==> src/rtl/pstc_pkg.sv <==
`timescale 1ns / 1ps
// ----------------------------------------------------------------------------
// pstc_pkg
// Shared types and constants for the pressure trend chart.
// ----------------------------------------------------------------------------
package pstc_pkg;

    typedef enum logic [1:0] {
        CMD_SAMPLE = 2'd0,
        CMD_READ   = 2'd1,
        CMD_CLEAR  = 2'd2
    } cmd_t;

    localparam int HPA_W     = 11;
    localparam int PA_W      = 17;
    localparam int STEP_W    = 7;
    localparam int MOVE_W    = 8;

    localparam logic [PA_W-1:0] PA_MAX     = 17'd127999;
    // pa / 100 as (pa * HPA_RECIP) >> HPA_SHIFT, exact for pa up to PA_MAX
    localparam logic [17:0]     HPA_RECIP  = 18'd167773;
    localparam int              HPA_SHIFT  = 24;
    // d / 10 as (d * ROW_RECIP) >> ROW_SHIFT, exact for d up to 2047
    localparam logic [10:0]     ROW_RECIP  = 11'd1639;
    localparam int              ROW_SHIFT  = 14;

    typedef struct packed {
        cmd_t             cmd;
        logic [HPA_W-1:0] hpa;
        logic [3:0]       row_index;
    } item_t;

    typedef struct packed {
        logic        rising;
        logic [3:0]  mark_row;
        logic [3:0]  mark_col;
        logic [11:0] row_bits;
    } result_t;

endpackage

==> src/rtl/pressure_trend_chart.sv <==
`timescale 1ns / 1ps
// ----------------------------------------------------------------------------
// pressure_trend_chart
// Trend bitmap of pressure samples with cursor, direction flag and row reads.
// Path: an accepted request beat is held in the input register, then moves to the result register.
// Throughput: one beat per cycle while rsp_stall does not hold the result; input register and result register.
// The chart update is a single pass from the staged item to the state.
// Reset: asynchronous, clears chart, cursor at bottom-left, trend rising.
// ----------------------------------------------------------------------------
module pressure_trend_chart
    import pstc_pkg::*;
#(
    parameter int ROWS = 10,
    parameter int COLS = 12
)
(
    input  logic        clk,
    input  logic        rst_n,
    input  logic        req_valid,
    output logic        req_stall,
    input  logic [1:0]  cmd,
    input  logic [16:0] pressure_pa,
    input  logic [3:0]  row_index,
    output logic        rsp_valid,
    input  logic        rsp_stall,
    output logic        rising,
    output logic [3:0]  mark_row,
    output logic [3:0]  mark_col,
    output logic [11:0] row_bits
);

    logic    advance;
    logic    fire;
    logic    stg_valid;
    item_t   item;
    result_t result;
    result_t result_reg;
    logic    rsp_valid_reg;
    logic    rsp_valid_next;

    assign advance        = !rsp_valid_reg || !rsp_stall;
    assign fire           = stg_valid && advance;
    assign rsp_valid_next = advance ? stg_valid : rsp_valid_reg;

    pstc_in_stage u_in_stage (
        .clk         (clk),
        .rst_n       (rst_n),
        .req_valid   (req_valid),
        .req_stall   (req_stall),
        .cmd         (cmd),
        .pressure_pa (pressure_pa),
        .row_index   (row_index),
        .advance     (advance),
        .stg_valid   (stg_valid),
        .item        (item)
    );

    pstc_chart #(
        .ROWS (ROWS),
        .COLS (COLS)
    ) u_chart (
        .clk    (clk),
        .rst_n  (rst_n),
        .fire   (fire),
        .item   (item),
        .result (result)
    );

    always_ff @(posedge clk or negedge rst_n)
    begin
        if (!rst_n)
        begin
            rsp_valid_reg <= 1'b0;
        end
        else
        begin
            rsp_valid_reg <= rsp_valid_next;
        end
    end

    always_ff @(posedge clk)
    begin
        if (fire)
        begin
            result_reg <= result;
        end
    end

    assign rsp_valid = rsp_valid_reg;
    assign rising    = result_reg.rising;
    assign mark_row  = result_reg.mark_row;
    assign mark_col  = result_reg.mark_col;
    assign row_bits  = result_reg.row_bits;

    a_no_stall_when_empty: assert property (@(posedge clk) disable iff (!rst_n)
        !rsp_valid |-> !req_stall)
        else $error("stall raised with empty result register");

    a_accept_stages: assert property (@(posedge clk) disable iff (!rst_n)
        req_valid && !req_stall |=> stg_valid)
        else $error("accepted beat not staged");

    a_stage_moves: assert property (@(posedge clk) disable iff (!rst_n)
        stg_valid && !rsp_stall |=> rsp_valid)
        else $error("staged beat did not reach result register");

endmodule

==> src/rtl/pstc_in_stage.sv <==
`timescale 1ns / 1ps
// ----------------------------------------------------------------------------
// pstc_in_stage
// Input register: clamps the pressure and converts it to hPa on capture.
// ----------------------------------------------------------------------------
module pstc_in_stage
    import pstc_pkg::*;
(
    input  logic        clk,
    input  logic        rst_n,
    input  logic        req_valid,
    output logic        req_stall,
    input  logic [1:0]  cmd,
    input  logic [16:0] pressure_pa,
    input  logic [3:0]  row_index,
    input  logic        advance,
    output logic        stg_valid,
    output item_t       item
);

    logic              stg_valid_reg;
    logic              stg_valid_next;
    item_t             item_reg;
    logic [PA_W-1:0]   pa_clamped;
    logic [PA_W+17:0]  hpa_prod;

    assign pa_clamped = (pressure_pa > PA_MAX) ? PA_MAX : pressure_pa;
    assign hpa_prod   = {18'd0, pa_clamped} * {17'd0, HPA_RECIP};

    assign req_stall      = stg_valid_reg && !advance;
    assign stg_valid_next = req_stall ? stg_valid_reg : req_valid;

    always_ff @(posedge clk or negedge rst_n)
    begin
        if (!rst_n)
        begin
            stg_valid_reg <= 1'b0;
        end
        else
        begin
            stg_valid_reg <= stg_valid_next;
        end
    end

    always_ff @(posedge clk)
    begin
        if (req_valid && !req_stall)
        begin
            item_reg.cmd       <= cmd_t'(cmd);
            item_reg.hpa       <= hpa_prod[HPA_SHIFT +: HPA_W];
            item_reg.row_index <= row_index;
        end
    end

    assign stg_valid = stg_valid_reg;
    assign item      = item_reg;

endmodule

==> src/rtl/pstc_chart.sv <==
`timescale 1ns / 1ps
// ----------------------------------------------------------------------------
// pstc_chart
// Chart state and single-pass update: trend, cursor, scrolls, mark and read.
// ----------------------------------------------------------------------------
module pstc_chart
    import pstc_pkg::*;
#(
    parameter int ROWS = 10,
    parameter int COLS = 12
)
(
    input  logic    clk,
    input  logic    rst_n,
    input  logic    fire,
    input  item_t   item,
    output result_t result
);

    localparam int RIW = $clog2(ROWS);
    localparam int CIW = $clog2(COLS + 1);

    logic [COLS-1:0]  rows_reg [ROWS];
    logic [COLS-1:0]  rows_next [ROWS];
    logic [RIW-1:0]   cursor_row_reg;
    logic [RIW-1:0]   cursor_row_next;
    logic [CIW-1:0]   cursor_col_reg;
    logic [CIW-1:0]   cursor_col_next;
    logic [HPA_W-1:0] last_hpa_reg;
    logic [HPA_W-1:0] last_hpa_next;
    logic             trend_up_reg;
    logic             trend_up_next;

    logic [COLS-1:0]  rows_h [ROWS];
    logic [COLS-1:0]  rows_v [ROWS];
    logic             col_over;
    logic [CIW-1:0]   col_m;
    logic             trend_s;
    logic             first;
    logic [HPA_W-1:0] diff_abs;
    logic [21:0]      step_prod;
    logic [STEP_W-1:0] step;
    logic [MOVE_W-1:0] row_w;
    logic [MOVE_W-1:0] row_sum;
    logic             do_move;
    logic             scroll_dn;
    logic             scroll_up;
    logic [MOVE_W-1:0] shift_n;
    logic [MOVE_W-1:0] src;
    logic [RIW-1:0]   row_new;
    logic [COLS-1:0]  mark_bit;
    logic [RIW-1:0]   sel_row;
    logic             sel_ok;
    logic [COLS-1:0]  bits;
    logic [COLS+11:0] bits_wide;
    logic [RIW+3:0]   mrow_wide;
    logic [CIW+3:0]   mcol_wide;
    logic             is_sample;

    assign is_sample = (item.cmd == CMD_SAMPLE);
    assign diff_abs  = (item.hpa > last_hpa_reg) ? (item.hpa - last_hpa_reg)
                                                 : (last_hpa_reg - item.hpa);
    assign step_prod = {11'd0, diff_abs} * {11'd0, ROW_RECIP};
    assign step      = step_prod[ROW_SHIFT +: STEP_W];

    always_comb
    begin
        trend_s = trend_up_reg;
        if (item.hpa > last_hpa_reg)
        begin
            trend_s = 1'b1;
        end
        else if (item.hpa < last_hpa_reg)
        begin
            trend_s = 1'b0;
        end
    end

    // horizontal scroll when the cursor ran past the last column
    assign col_over = (cursor_col_reg > CIW'(COLS - 1));
    assign col_m    = col_over ? CIW'(COLS - 1) : cursor_col_reg;

    // vertical move and scroll
    assign first     = (last_hpa_reg == '0);
    assign do_move   = !first && (step != '0);
    assign row_w     = MOVE_W'(cursor_row_reg);
    assign row_sum   = row_w + MOVE_W'(step);
    assign scroll_dn = do_move && trend_s && (row_w < MOVE_W'(step));
    assign scroll_up = do_move && !trend_s && (row_sum > MOVE_W'(ROWS - 1));

    always_comb
    begin
        shift_n = '0;
        row_new = cursor_row_reg;
        if (do_move)
        begin
            if (trend_s)
            begin
                if (scroll_dn)
                begin
                    shift_n = MOVE_W'(step) - row_w;
                    row_new = '0;
                end
                else
                begin
                    row_new = RIW'(row_w - MOVE_W'(step));
                end
            end
            else
            begin
                if (scroll_up)
                begin
                    shift_n = row_sum - MOVE_W'(ROWS - 1);
                    row_new = RIW'(ROWS - 1);
                end
                else
                begin
                    row_new = RIW'(row_sum);
                end
            end
        end
    end

    assign mark_bit = {{(COLS-1){1'b0}}, 1'b1} << col_m;

    always_comb
    begin
        src = '0;
        for (int i = 0; i < ROWS; i++)
        begin
            rows_h[i] = col_over ? (rows_reg[i] >> 1) : rows_reg[i];
        end
        for (int i = 0; i < ROWS; i++)
        begin
            rows_v[i] = rows_h[i];
            if (scroll_dn)
            begin
                src = MOVE_W'(i) - shift_n;
                rows_v[i] = (shift_n <= MOVE_W'(i)) ? rows_h[src[RIW-1:0]] : '0;
            end
            else if (scroll_up)
            begin
                src = MOVE_W'(i) + shift_n;
                rows_v[i] = (src < MOVE_W'(ROWS)) ? rows_h[src[RIW-1:0]] : '0;
            end
        end
    end

    always_comb
    begin
        rows_next       = rows_reg;
        cursor_row_next = cursor_row_reg;
        cursor_col_next = cursor_col_reg;
        last_hpa_next   = last_hpa_reg;
        trend_up_next   = trend_up_reg;
        case (item.cmd)
            CMD_SAMPLE:
            begin
                for (int i = 0; i < ROWS; i++)
                begin
                    rows_next[i] = rows_v[i] | ((RIW'(i) == row_new) ? mark_bit : '0);
                end
                cursor_row_next = row_new;
                cursor_col_next = col_m + CIW'(1);
                last_hpa_next   = item.hpa;
                trend_up_next   = trend_s;
            end
            CMD_CLEAR:
            begin
                for (int i = 0; i < ROWS; i++)
                begin
                    rows_next[i] = '0;
                end
                cursor_row_next = RIW'(ROWS - 1);
                cursor_col_next = '0;
                last_hpa_next   = '0;
            end
            default:
            begin
                rows_next = rows_reg;
            end
        endcase
    end

    // one read port: marked row on a sample, requested row on a read
    assign sel_row = is_sample ? row_new : item.row_index[RIW-1:0];
    assign sel_ok  = is_sample ||
                     ((item.cmd == CMD_READ) && ({1'b0, item.row_index} < 5'(ROWS)));
    assign bits    = sel_ok ? rows_next[sel_row] : '0;

    assign bits_wide = {12'd0, bits};
    assign mrow_wide = {4'd0, (is_sample ? row_new : {RIW{1'b0}})};
    assign mcol_wide = {4'd0, (is_sample ? col_m : {CIW{1'b0}})};

    assign result.rising   = trend_up_next;
    assign result.mark_row = mrow_wide[3:0];
    assign result.mark_col = mcol_wide[3:0];
    assign result.row_bits = bits_wide[11:0];

    always_ff @(posedge clk or negedge rst_n)
    begin
        if (!rst_n)
        begin
            for (int i = 0; i < ROWS; i++)
            begin
                rows_reg[i] <= '0;
            end
            cursor_row_reg <= RIW'(ROWS - 1);
            cursor_col_reg <= '0;
            last_hpa_reg   <= '0;
            trend_up_reg   <= 1'b1;
        end
        else if (fire)
        begin
            rows_reg       <= rows_next;
            cursor_row_reg <= cursor_row_next;
            cursor_col_reg <= cursor_col_next;
            last_hpa_reg   <= last_hpa_next;
            trend_up_reg   <= trend_up_next;
        end
    end

    a_row_range: assert property (@(posedge clk) disable iff (!rst_n)
        cursor_row_reg <= RIW'(ROWS - 1))
        else $error("cursor row out of range");

    a_col_range: assert property (@(posedge clk) disable iff (!rst_n)
        cursor_col_reg <= CIW'(COLS))
        else $error("cursor column out of range");

    a_clear: assert property (@(posedge clk) disable iff (!rst_n)
        fire && (item.cmd == CMD_CLEAR) |=>
            (cursor_row_reg == RIW'(ROWS - 1)) && (cursor_col_reg == '0) &&
            (last_hpa_reg == '0))
        else $error("clear did not reset cursor");

endmodule
==> config.mk <==
export PLATFORM = sky130hd
export DESIGN_NAME = pressure_trend_chart
export DESIGN_NICKNAME = d
export VERILOG_FILES = /design/src/rtl/pstc_pkg.sv /design/src/rtl/pressure_trend_chart.sv /design/src/rtl/pstc_in_stage.sv /design/src/rtl/pstc_chart.sv
export SDC_FILE = /design/constraint.sdc
export NUM_CORES = 2
export LEC_CHECK = 0
export ABC_AREA = 1
export BUFFER_PORTS_ARGS = -buffer_cell sky130_fd_sc_hd__buf_2
export CAP_MARGIN = 15
export CELL_PAD_IN_SITES_DETAIL_PLACEMENT = 1
export CELL_PAD_IN_SITES_GLOBAL_PLACEMENT = 2
export CORE_MARGIN = 2
export CORE_UTILIZATION = 25
export CTS_CLUSTER_DIAMETER = 40
export DETAILED_ROUTE_END_ITERATION = 8
export HOLD_SLACK_MARGIN = 0.03
export PLACE_DENSITY_LB_ADDON = 0.1
export RECOVER_POWER = 25
export SYNTH_ARGS = -nofsm -noshare
export SYNTH_HDL_FRONTEND = slang
export SYNTH_HIERARCHICAL = 1
export SYNTH_SLANG_ARGS = --single-unit
==> constraint.sdc <==
create_clock -name clk -period 9.94 [get_ports clk]
set_input_delay 0.497 -clock clk [delete_from_list [all_inputs] [get_ports clk]]
set_output_delay 0.497 -clock clk [all_outputs]
set_load 0.03 [all_outputs]
==> impl_results.md <==
- Fraction of layout cells with a size suffix above 1: 0.2604
- Ys flop type: dfrtp_1
- Vias/cell: 5.311
- Synthesis-stage register bit count: 180
- Via Count: 49,030
- Placeable core area: 144,000 um2
- Largest net degree at the start of global routing: 87
- Most used cell, CP: nand2_1
- Post-synth EDFFs: 38
- Setup Viol. Count Final: 0
- Mean Syn Cell Area: 5.657 um2
- CTS clk-pin slew, worst paths: 100 ps
- Ys Warns: 6
- Mapped Nets: 6,859
- Initial DRC count: 4,538
- Top-count cell post-synth: nand2_1
- CP required: 10,330 ps
- First drt pass iteration count: 5
- Max_slew headroom: -1.245
- Worst clock skew: 35.01 ps
- TritonCTS Buffers: 17
- Port Buf Inserts: 49
- Post-DP HPWL: 187.5 mm
- Die W: 385.2 um
- Crit-path max cell delay: 540 ps
- Startpoint types: flip-flop
- Max Cap Viol: 4
- First-pass GRT wire length: 348.2 mm
- Layout net count: 7,752
- Total wire length: 252.5 mm
- Register area share after synthesis: 0.1293
- Arrival time of the worst setup path: 10,200 ps
- R2R Setup Slk: 130 ps
- Setup CP Type: reg -> reg
- Layout fillers: 18,693
- Vias in the first global route: 48,613
- Fin. max-slew vios: 124
- Worst setup EP type: flip-flop
- Initial core utilization: 0.2523
- Die Area: 148,400 um2
- Share of flip-flops with an asynchronous set or reset: 0.7889
- Initial antenna violation count: 7
- Aggregate global routing overflow: 0
- DRC: 0
- FP Rows: 139
- Final period utilization: 0.9866
- Vert. Die Dim: 385.2 um
- Clk root buf: clkbuf_16
- Critical path's slowest cell: fa_1
- CP max FO: 7
- CTS Sinks: 180
- Final hold violations: 0
- Post-synth cell types: 65
- Unrepaired setup endpoints after global routing: yes
- Post-DRT Antenna Nets: 0
- Register area: 4698 um2
- Largest register FFs: 120
- Post-Synthesis Cells: 6,422
- Total global-route track usage: 0.3251
- Area growth, synth to finish: 43.87%
- Clk Latency, worst-skew pair: 570 ps
- Top cell types by occurrence after synthesis: nand2_1 (2,464), inv_1 (756), nand3_1 (633)
- Worst-Margin Slew: 3367 ps
- Failing checks: max-capacitance violations, max-slew violations
- WL per Instance: 27.35 um
- Routability congestion estimate: 0.9675
- CTS Buffer Depth: 2
- Share of the synthesized area in the top cell type: 0.2546
- Largest area contributor in the netlist: nand2_1
- Min cycle time layout: 9807 ps
- Top-level port count: 50
- CTS H-tree depth: 4
- CTS tree: yes
- Outcome: complete, but fails checks
- Hold_ws: 130.2 ps
- Max Clk Rate: 0.1020 GHz
- Worst Hold Class: in -> reg
- Post-synthesis cell area: 36,330 um2
- Top cells by area, synth: nand2_1 (25%), dfrtp_1 (9.6%), ha_1 (9.1%), nand3_1 (8.7%), fa_1 (8.1%)
- Area of the multi-input gates: 29,690 um2
[metrics by stage]
step                utilization  TNS (ps)  instance area [um2]  setup slack (ps)  std cells
floorplan                     -         0                36340             4.745       6422
global placement         0.3226    -13330                46450            -699.5       9024
detailed placement       0.3227    -20610                46470            -813.1       9025
CTS                      0.3403    -13.57                49000            -9.186       9120
global route             0.3629     -7839                52260            -474.5       9231
finish                   0.3629         0                52260             133.1       9232
[layer usage]
layer	wire length [um]	up-vias	GRT usage	share of wire
met5	8	-	0	0.000032
met4	11180	2	0.1185	0.044
met2	105000	1899	0.4897	0.42
met1	117300	24454	0.4655	0.46
met3	19040	355	0.04874	0.075
li1	-	22320	-	-
[placed cells by master, fill, tap and decap left out, types with 145 or more instances in the layout]
cell     instances
nand3_1        578
fa_1           145
nand2_2        209
nand2_1       2227
o21ai_0        322
buf_12         148
buf_4          915
nor2_1         367
a21oi_1        254
ha_1           227
inv_1          715
[area by class of cell]
| type | count | share of cell area |
|---|---|---|
| multi-input combinational | 5112 | 0.5681 |
| timing repair buffer | 1227 | 0.2275 |
| sequential | 180 | 0.08990 |
| inverter | 777 | 0.05695 |
| tap | 1903 | 0.04556 |
| clock buffer | 17 | 0.008140 |
| clock inverter | 15 | 0.003807 |
| antenna | 1 | 0.00004788 |
[what timing repair did]
item,4_1_cts,5_1_grt
hold buffers,1,0
hold endpoints to repair,32,0
gates resized for setup,259,611
cloned,11,15
buffers inserted,51,100
pin swaps,61,234
setup endpoints to repair,115,132
[worst paths after layout]
kind / start / end / depth (start not counted)
min in group asynchronous: rst_n / u_chart/rows_reg[76]$_DFFE_PN0P_ / 2
worst max-delay path: u_chart/last_hpa_reg[6]$_DFFE_PN0P_ / row_bits[10]$_DFFE_PP_ / 66
worst min register to register: u_in_stage/stg_valid$_DFFE_PN0N_ / rsp_valid$_DFFE_PN0P_ / 2
max in group asynchronous: rst_n / u_chart/rows_reg[57]$_DFFE_PN0P_ / 3
worst max register to register: u_chart/last_hpa_reg[6]$_DFFE_PN0P_ / row_bits[10]$_DFFE_PP_ / 66
worst min-delay path: cmd[0] / u_in_stage/item[15]$_DFFE_PP_ / 1
[cell families after synthesis]
logic type / count (synthesis) / share of synthesized area
and+or+nand+nor: 3686 / 0.4168
xor gates and xnor gates: 27 / 0.007440
AOI/OAI and AO/OA: 988 / 0.1490
DFF: 180 / 0.1293
adders and majority gates: 410 / 0.1716
buffers and inverters: 1131 / 0.1258
[worst max-delay path, delay by kind of cell, from the launching register on]
family	cells	cell delay [ps]
flip-flops	1	420
buffers and inverters	18	1790
AO/OA/AOI/OAI	7	1050
XOR/XNOR	1	140
adder cells (fa/ha/maj)	8	2980
AND/OR/NAND/NOR	32	3210
Power is not shown: default switching activity piles up to over one toggle a cycle in this logic, so the estimate is an artifact.
